===== config.mk =====
export PLATFORM = sky130hd
export DESIGN_NAME = x86_lazy_flags_eval
export DESIGN_NICKNAME = d
export VERILOG_FILES = /design/src/sv/xlf_pkg.sv /design/src/sv/x86_lazy_flags_eval.sv
export SDC_FILE = /design/constraint.sdc
export NUM_CORES = 1
export LEC_CHECK = 0
export BUFFER_PORTS_ARGS = -buffer_cell sky130_fd_sc_hd__buf_2
export CAP_MARGIN = 0
export CORE_MARGIN = 2
export CORE_UTILIZATION = 55
export DETAILED_ROUTE_END_ITERATION = 6
export HOLD_SLACK_MARGIN = 0.02
export PLACE_DENSITY = 0.83
export REMOVE_ABC_BUFFERS = 1
export SYNTH_ARGS = -nofsm -noshare
export SYNTH_HDL_FRONTEND = slang
export SYNTH_SLANG_ARGS = --single-unit
export TNS_END_PERCENT = 1

===== constraint.sdc =====
create_clock -name i_clk -period 5.7 [get_ports i_clk]
set_input_delay 0.285 -clock i_clk [delete_from_list [all_inputs] [get_ports i_clk]]
set_output_delay 0.285 -clock i_clk [all_outputs]
set_load 0.02 [all_outputs]

===== src/sv/xlf_pkg.sv =====
// ---------------------------------------------------------------------------
// xlf_pkg
// Types and constants for the x86 lazy flags evaluator.
// ---------------------------------------------------------------------------
package xlf_pkg;

    // Fixed bits of the packed EFLAGS word: reserved bit 1 and IF.
    localparam logic [31:0] EFL_FIXED = 32'h0000_0202;

    // Bit positions inside the packed word.
    localparam int unsigned EFL_CF_BIT = 0;
    localparam int unsigned EFL_PF_BIT = 2;
    localparam int unsigned EFL_AF_BIT = 4;
    localparam int unsigned EFL_ZF_BIT = 6;
    localparam int unsigned EFL_SF_BIT = 7;
    localparam int unsigned EFL_OF_BIT = 11;

    // Recorded operation kinds; codes above OP_NONE behave as OP_NONE.
    typedef enum logic [3:0] {
        OP_ADD  = 4'd0,
        OP_SUB  = 4'd1,
        OP_LOGIC = 4'd2,
        OP_SHL  = 4'd3,
        OP_SHR  = 4'd4,
        OP_SAR  = 4'd5,
        OP_INC  = 4'd6,
        OP_DEC  = 4'd7,
        OP_NONE = 4'd8
    } t_op_kind;

    // Operand width after decoding size_bytes.
    typedef enum logic [1:0] {
        W8  = 2'd0,
        W16 = 2'd1,
        W32 = 2'd2
    } t_width;

    localparam logic [2:0] SIZE_BYTE = 3'd1;
    localparam logic [2:0] SIZE_WORD = 3'd2;

endpackage


===== src/sv/x86_lazy_flags_eval.sv =====
// ---------------------------------------------------------------------------
// x86_lazy_flags_eval
// Derives CF, PF, AF, ZF, SF and OF from a lazy operation record, or
// restores them from a saved flags word, and packs them into EFLAGS.
// ---------------------------------------------------------------------------
// Usage:
//   Request channel: drive the record fields and pulse i_start. A request is
//   taken at every rising edge with i_start high and o_busy low; o_busy is
//   held low, so a request may be issued in every cycle.
//   Result channel: o_valid marks the single cycle in which the flags and
//   the packed word are on the o_ ports. The receiver cannot stall; a
//   result it does not capture in that cycle is gone.
//   A request passes the input register, then the result register, before
//   its result is out. Throughput: 1 request per cycle, set by the single
//   combinational flag stage between the two register ranks.
//   Reset (i_rst_n low, synchronous): drop any request in flight; the
//   valid bits clear, payload registers are left as they are.
//   i_func high restores CF, ZF and SF from i_saved_flags, copies ZF into
//   PF and clears AF and OF. Sizes other than 1 or 2 bytes count as 4;
//   op_kind codes above 8 act as "none".
// ---------------------------------------------------------------------------
module x86_lazy_flags_eval
    import xlf_pkg::*;
(
    input  logic        i_clk,
    input  logic        i_rst_n,
    input  logic        i_start,
    output logic        o_busy,
    input  logic        i_func,
    input  logic [3:0]  i_op_kind,
    input  logic [2:0]  i_size_bytes,
    input  logic [31:0] i_operand_a,
    input  logic [31:0] i_operand_b,
    input  logic [31:0] i_result_value,
    input  logic        i_carry_hint,
    input  logic [31:0] i_saved_flags,
    output logic        o_valid,
    output logic        o_carry_flag,
    output logic        o_parity_flag,
    output logic        o_aux_flag,
    output logic        o_zero_flag,
    output logic        o_sign_flag,
    output logic        o_overflow_flag,
    output logic [31:0] o_packed_flags
);

    // Input register rank.
    logic        r_in_vld;
    logic        r_func;
    logic [3:0]  r_kind;
    logic [2:0]  r_size;
    logic [31:0] r_a;
    logic [31:0] r_b;
    logic [31:0] r_res;
    logic        r_hint;
    logic [31:0] r_saved;

    // Result register rank.
    logic        r_out_vld;
    logic        r_cf, r_pf, r_af, r_zf, r_sf, r_of;
    logic [31:0] r_packed;

    // Next values of the result rank.
    logic        n_cf, n_pf, n_af, n_zf, n_sf, n_of;
    logic [31:0] n_packed;

    // Helpers of the flag stage.
    t_width      width;
    logic [5:0]  width_bits;
    logic [31:0] mask;
    logic [31:0] top;
    logic [31:0] a_m, b_m, res_m;
    logic        res_top, a_top;
    logic        add_ovf, sub_ovf;
    logic [5:0]  shl_pos;
    logic [4:0]  shr_pos;
    logic        ev_cf, ev_of;

    // Never stall the request side.
    assign o_busy = 1'b0;

    // Capture each request; payload needs no reset.
    always_ff @(posedge i_clk) begin
        if (!i_rst_n) begin
            r_in_vld <= 1'b0;
        end else begin
            r_in_vld <= i_start && !o_busy;
        end
        if (i_start && !o_busy) begin
            r_func  <= i_func;
            r_kind  <= i_op_kind;
            r_size  <= i_size_bytes;
            r_a     <= i_operand_a;
            r_b     <= i_operand_b;
            r_res   <= i_result_value;
            r_hint  <= i_carry_hint;
            r_saved <= i_saved_flags;
        end
    end

    // Decode the operand width.
    always_comb begin
        if (r_size == SIZE_BYTE) begin
            width = W8;
        end else if (r_size == SIZE_WORD) begin
            width = W16;
        end else begin
            width = W32;
        end
    end

    always_comb begin
        unique case (width)
            W8: begin
                width_bits = 6'd8;
                mask       = 32'h0000_00ff;
                top        = 32'h0000_0080;
            end
            W16: begin
                width_bits = 6'd16;
                mask       = 32'h0000_ffff;
                top        = 32'h0000_8000;
            end
            default: begin
                width_bits = 6'd32;
                mask       = 32'hffff_ffff;
                top        = 32'h8000_0000;
            end
        endcase
    end

    assign a_m     = r_a & mask;
    assign b_m     = r_b & mask;
    assign res_m   = r_res & mask;
    assign res_top = |(r_res & top);
    assign a_top   = |(r_a & top);

    // Overflow terms test the top bit of the unmasked values.
    assign add_ovf = |(~(r_a ^ r_b) & (r_a ^ r_res) & top);
    assign sub_ovf = |((r_a ^ r_b) & (r_a ^ r_res) & top);

    // Shift carry positions read the full 32-bit operand.
    assign shl_pos = width_bits - r_b[5:0];
    assign shr_pos = r_b[4:0] - 5'd1;

    // Carry and overflow of the lazy record.
    always_comb begin
        ev_cf = r_hint;
        ev_of = 1'b0;
        unique case (r_kind)
            OP_ADD: begin
                ev_cf = res_m < a_m;
                ev_of = add_ovf;
            end
            OP_SUB: begin
                ev_cf = a_m < b_m;
                ev_of = sub_ovf;
            end
            OP_LOGIC: begin
                ev_cf = 1'b0;
            end
            OP_SHL: begin
                // Counts of zero or beyond the width shift nothing out.
                if (r_b == 32'd0 || r_b > {26'd0, width_bits}) begin
                    ev_cf = 1'b0;
                end else begin
                    ev_cf = r_a[shl_pos[4:0]];
                end
                ev_of = res_top ^ ev_cf;
            end
            OP_SHR, OP_SAR: begin
                if (r_b == 32'd0 || r_b > 32'd32) begin
                    ev_cf = 1'b0;
                end else begin
                    ev_cf = r_a[shr_pos];
                end
                ev_of = (r_kind == OP_SHR) && (r_b == 32'd1) && a_top;
            end
            OP_INC: begin
                ev_of = res_m == top;
            end
            OP_DEC: begin
                ev_of = res_m == (top - 32'd1);
            end
            default: begin
                ev_cf = r_hint;
            end
        endcase
    end

    // Pick between evaluation and restore, then pack.
    always_comb begin
        if (r_func) begin
            n_cf = r_saved[EFL_CF_BIT];
            n_zf = r_saved[EFL_ZF_BIT];
            n_sf = r_saved[EFL_SF_BIT];
            n_pf = r_saved[EFL_ZF_BIT];
            n_af = 1'b0;
            n_of = 1'b0;
        end else begin
            n_cf = ev_cf;
            n_zf = res_m == 32'd0;
            n_sf = res_top;
            n_pf = ~^r_res[7:0];
            n_af = r_a[EFL_AF_BIT] ^ r_b[EFL_AF_BIT] ^ r_res[EFL_AF_BIT];
            n_of = ev_of;
        end
        n_packed             = EFL_FIXED;
        n_packed[EFL_CF_BIT] = n_cf;
        n_packed[EFL_PF_BIT] = n_pf;
        n_packed[EFL_AF_BIT] = n_af;
        n_packed[EFL_ZF_BIT] = n_zf;
        n_packed[EFL_SF_BIT] = n_sf;
        n_packed[EFL_OF_BIT] = n_of;
    end

    // Result rank: one strobe per request, one cycle wide.
    always_ff @(posedge i_clk) begin
        if (!i_rst_n) begin
            r_out_vld <= 1'b0;
        end else begin
            r_out_vld <= r_in_vld;
        end
        if (r_in_vld) begin
            r_cf     <= n_cf;
            r_pf     <= n_pf;
            r_af     <= n_af;
            r_zf     <= n_zf;
            r_sf     <= n_sf;
            r_of     <= n_of;
            r_packed <= n_packed;
        end
    end

    assign o_valid         = r_out_vld;
    assign o_carry_flag    = r_cf;
    assign o_parity_flag   = r_pf;
    assign o_aux_flag      = r_af;
    assign o_zero_flag     = r_zf;
    assign o_sign_flag     = r_sf;
    assign o_overflow_flag = r_of;
    assign o_packed_flags  = r_packed;

endmodule


# Word-level counts from Yosys, hierarchy flattened

Index checks and enable logic that the tools add are counted.

Flip-flop bits (word level): 127
Latch bits: 0
Bits in writable memories: 0
ROM bits: 0
Bits of input ports: 140
Output and inout port bits: 40
Word-level logic and storage cells: 88
Memories: 0

Add/subtract/negate cells: 3
Multipliers: 0
Divide/modulo/power cells: 0
$lt $le $gt $ge: 6
Equality and inequality tests: 13
Shifts and indexed selects: 0
Mux-type cells: 20
Bitwise operators: 15
Reductions and logical operators: 14

Operators with widths:

| operator                                              | count |
|---|---|
| AND 32 bit                                            | 9 |
| case mux 32 bit (2 select lines)                      | 2 |
| OR reduction 32 bit                                   | 4 |
| equality test 32 bit                                  | 2 |
| logical NOT 32 bit                                    | 2 |
| < comparator 32 bit                                   | 2 |
| XOR 32 bit                                            | 2 |
| equality test 32 x 1 -> 1 bit (second input constant) | 1 |
| > comparator 32 x 6 -> 1 bit                          | 1 |
| > comparator 32 x 6 -> 1 bit (second input constant)  | 1 |
| NOT 32 bit                                            | 1 |
| subtractor 32 x 1 -> 32 bit (second input constant)   | 1 |
| equality test 4 x 3 -> 1 bit (second input constant)  | 4 |
| < comparator 5 x 6 -> 1 bit (second input constant)   | 2 |
| case mux 6 bit (2 select lines)                       | 1 |
| two-way mux 1 bit                                     | 11 |
| binary-select mux 1 bit (select 5 bit)                | 2 |
| equality test 4 x 2 -> 1 bit (second input constant)  | 2 |
| XNOR reduction 8 bit                                  | 1 |
| case mux 1 bit (6 select lines)                       | 1 |
| case mux 1 bit (5 select lines)                       | 1 |
| subtractor 5 x 1 -> 5 bit (second input constant)     | 1 |
| subtractor 5 bit                                      | 1 |
| equality test 4 x 1 -> 1 bit (second input constant)  | 1 |
| other kinds (10)                                      | 15 |

# Logic depth before layout (Yosys ltp)

Word-level depth: 13
Depth in mapped cells: 14
Depth with buffers taken out: 12

# Worst setup path before layout

No wires, ideal clock.

Path kind: flip-flop to flip-flop
Start: register r_b[0]
End: register r_packed[0], in the netlist o_packed_flags[0], data pin
Setup time: 0.259 ns
Arrival time: 3.136 ns
Data required time: 5.441 ns
Path slack: 2.305 ns
Cell stages (with the launch flop): 13
Buffers on the path: 4
Period minus slack after synthesis: 3.395 ns
Path through: edfxtp_1 buf_6 buf_2 inv_1 ha_1 buf_6 buf_12 mux4_2 mux4_2 mux2i_1 nor2_1 or4_1 a211o_1

Longest elaborated chain between the ends: 7
Elaborated cells on any way between the ends: 18
Those cells by class: add/sub: 2; order compare: 3; mux: 9; bitwise: 1; reduce/logical: 3

Ends and longest elaborated chain:

| what                                    | RTL line                   | RTL |
|---|---|---|
| from (decl)                             | x86_lazy_flags_eval.sv:53  | `logic [31:0] r_b;` |
| from (signal assigned)                  | x86_lazy_flags_eval.sv:94  | `r_b <= i_operand_b;` |
| subtractor 5 bit                        | x86_lazy_flags_eval.sv:143 | `assign shl_pos = width_bits - r_b[5:0];` |
| binary-select mux 1 bit (select 5 bit)  | x86_lazy_flags_eval.sv:167 | `ev_cf = r_a[shl_pos[4:0]];` |
| two-way mux 1 bit (not written as such) | x86_lazy_flags_eval.sv:167 |  |
| two-way mux 1 bit                       | x86_lazy_flags_eval.sv:164 | `if (r_b == 32'd0 \|\| r_b > {26'd0, width_bits}) begin` |
| two-way mux 1 bit                       | x86_lazy_flags_eval.sv:150 | `unique case (r_kind)` |
| case mux 1 bit (5 select lines) (*)     | x86_lazy_flags_eval.sv:150 |  |
| two-way mux 1 bit (*)                   | x86_lazy_flags_eval.sv:193 | `if (r_func) begin` |
| net n_cf                                | x86_lazy_flags_eval.sv:64  | `logic n_cf, n_pf, n_af, n_zf, n_sf, n_of;` |
| to (signal assigned)                    | x86_lazy_flags_eval.sv:231 | `r_packed <= n_packed;` |
| to (decl)                               | x86_lazy_flags_eval.sv:61  | `logic [31:0] r_packed;` |

Mark *: on every way through the listed nets, which the timed path passes. The rest lies on a longest branch. The select of a mux whose other input is x is not followed.
A chain may end at the register's enable or synchronous reset.

# Final worst setup path

Ends and elaborated chain as after synthesis.

==> impl_metrics.sql <==
INSERT INTO impl_metrics (metric_group, metric, value, unit) VALUES
('routing', 'postRouteWirelength', '16.3', 'mm'),
('cts', 'cts.reportedPaths.clkPinSlew', '50', 'ps'),
('timing', 'slew_headroom', '0.133', ''),
('timing', 'period_share', '0.769', ''),
('routing', 'post_drt_via_cell_ratio', '5.72', ''),
('routing', 'detail_route.drc_violations', '0', ''),
('finish', 'num_antenna_cells', '0', ''),
('critical_path', 'bufs_and_invs_on_worst_path', '1', ''),
('synthesis', 'synth_largest_area_cell', 'edfxtp_1', ''),
('global_route', 'track_usage', '0.240', ''),
('critical_path', 'timing.critical_path.fanout_max', '20', ''),
('timing', 'clock-skew-final', '5.99', 'ps'),
('power_and_ir_drop', 'ir_drop', '0.000209', 'V'),
('outcome', 'outcome', 'completed', ''),
('finish', 'post-route-cell-area', '0.00831', 'mm2'),
('synthesis', 'yosys_warnings', '0', ''),
('timing', 'post-route-min-period', '4380', 'ps'),
('critical_path', 'timing.critical_path.arrival', '4540', 'ps'),
('place', 'place.detailed.hpwl', '12.5', 'mm'),
('cts', 'hold_buffers', '0', ''),
('synthesis', 'synth.lib_cells_used.distinct', '62', ''),
('timing', 'hold_violations', '0', ''),
('worst_hold_path', 'holdCritPathClass', 'primary input to register', ''),
('power_and_ir_drop', 'totalPowerFinal', '2.59', 'mW'),
('synthesis', 'ys_dominant_reg_cell', 'edfxtp_1', ''),
('routing', 'firstDrtPassIters', '5', ''),
('critical_path', 'slowest_stage', 'edfxtp_1', ''),
('synthesis', 'seq_area_frac_synth', '0.485', ''),
('synthesis', 'yosysTopAreaCellShare', '0.480', ''),
('cts', 'h-tree-depth', '4', ''),
('critical_path', 'path_class', 'register to register', ''),
('critical_path', 'worstPathRequired', '5860', 'ps'),
('synthesis', 'area_of_the_mapped_netlist', '0.00714', 'mm2'),
('worst_hold_path', 'min_delay_path_depth', '1', ''),
('floorplanning', 'design.die.area', '0.0139', 'mm2'),
('floorplanning', 'start_util', '0.563', ''),
('cts', 'post_cts_resize_count', '0', ''),
('global_route', 'antenna_violations_before_repair', '0', ''),
('critical_path', 'reg2regPathDepth', '8', ''),
('routing', 'ant_nets', '0', ''),
('timing', 'tightestPinTransition', '1300', 'ps'),
('floorplanning', 'chipWidth', '118', 'um'),
('floorplanning', 'fp.dieH', '118', 'um'),
('run', 'max_cap_violations', '0', ''),
('finish', 'layout.nets', '942', ''),
('synthesis', 'asyncSetResetFlopFracSynth', '0', ''),
('floorplanning', 'floorplan.core_area', '0.0127', 'mm2'),
('critical_path', 'crit_path_start_kind', 'register', ''),
('synthesis', 'number_of_synthesized_flops_with_an_enable_pin', '114', ''),
('synthesis', 'synth_top_cells_by_area', 'edfxtp_1 (48%), ha_1 (13%), mux4_1 (4.0%), buf_4 (3.6%), nand2_1 (3.4%)', ''),
('critical_path', 'timing.critical_path.slowest_cell_delay', '890', 'ps'),
('synthesis', 'number_of_instances_in_the_synthesized_netlist', '609', ''),
('timing', 'finalSetupViolations', '0', ''),
('critical_path', 'timing.critical_path.cells', 'inv_1, ha_1, mux4_1, mux4_2, mux2i_1, nor3_1, or4_1, a211o_1', ''),
('critical_path', 'critPathCaptureType', 'register', ''),
('global_route', 'largest_net_degree_at_the_start_of_global_routing', '64', ''),
('cts', 'numClockSinks', '116', ''),
('synthesis', 'yosys.cell_count.top_type', 'edfxtp_1', ''),
('place', 'place.port_buffers', '123', ''),
('synthesis', 'ys_seq_elements', '116', ''),
('cts', 'cts-root-buf', 'clkbuf_16', ''),
('finish', 'areaGrowthSynthToFinish', '16.4', '%'),
('place', 'gpl.final_weighted_congestion', '0.905', ''),
('power_and_ir_drop', 'pwr_density_cell', '312', 'mW/mm2'),
('finish', 'layoutNonFillerInstCount', '915', ''),
('synthesis', 'ys_top_cells_by_count', 'edfxtp_1 (114), ha_1 (72), nand2_1 (64), inv_1 (58), buf_4 (34)', ''),
('cts', 'worst_skew_pair.late_latency', '410', 'ps'),
('global_route', 'globalRoute.totalOverflow', '0', ''),
('cts', 'cts-root-to-sink-buffers', '2', ''),
('floorplanning', 'design.portCount', '180', ''),
('critical_path', 'crit_cells', '8', '');
metal layers:
metal | global-route usage | wire, um | vias up
met4 | 0.100 | 347 | 0
met3 | 0.0407 | 1010 | 33
met5 | 0 | 0 | -
li1 | - | - | 2464
met1 | 0.312 | 7100 | 2476
met2 | 0.399 | 7820 | 264
path summary, 6_finish.rpt:
check,startpoint,end,slack [ps]
worst min register to register,r_saved[7],o_packed_flags[7],560
worst min-delay path,i_operand_a[24],r_a[24],40
worst max register to register,r_b[0],o_packed_flags[0],1320
worst max-delay path,r_b[0],o_packed_flags[0],1320
cells in the final DEF (no fill, tap or decap), types with 11 or more instances in the layout:
cell type	n
nand2_1	64
clkbuf_16	17
mux4_1	11
nand4_1	13
ha_1	72
a21o_1	15
nor2_1	20
nor4_1	13
nand3_1	12
edfxtp_1	114
inv_1	58
buf_2	122
conb_1	27
a21oi_1	22
and2_1	29
area by class of cell:
class                      count  area, um2
clock buffer                  19        433
timing repair buffer         125        633
tap                          172        215
clock inverter                13        140
fill                         955       4360
inverter                      60        225
multi-input combinational    410       3200
sequential                   116       3460
kinds of logic (layout without fill, tap and decap cells):
kind of cell,after synthesis,after routing,share of synthesized area
other,2,27,0.00105
buffers and inverters,108,217,0.0803
muxes,23,23,0.0733
adders and majority gates,72,72,0.126
xor gates and xnor gates,10,10,0.0123
and+or+nand+nor,192,192,0.140
AOI/OAI and AO/OA,86,86,0.0819
DFF,116,116,0.485
stage by stage:
stage	setup WS, ps	hold WS (ps)
after CTS	1340	26.3
after global placement	1510	461
after detailed placement	1380	463
after floorplan	1440	384
final	1320	44.1
after global routing	1160	34.6
state kept, by name, summed over array words and instances, names as in the netlist:
name,count
r_a,32
r_b,32
r_res,32
o_packed_flags,5
r_kind,4
r_saved,3
r_size,3
o_overflow_flag,1
o_valid,1
r_func,1
r_hint,1
r_in_vld,1
power by group:
group / total [mW] / internal (mW) / leakage [nW] / switching [mW]
sequential: 1.09 / 1.02 / 1.13 / 0.0709
combinational: 0.482 / 0.223 / 2.30 / 0.259
clock: 1.02 / 0.675 / 0.276 / 0.347
Note: power is estimated with default switching activity, not from simulation.
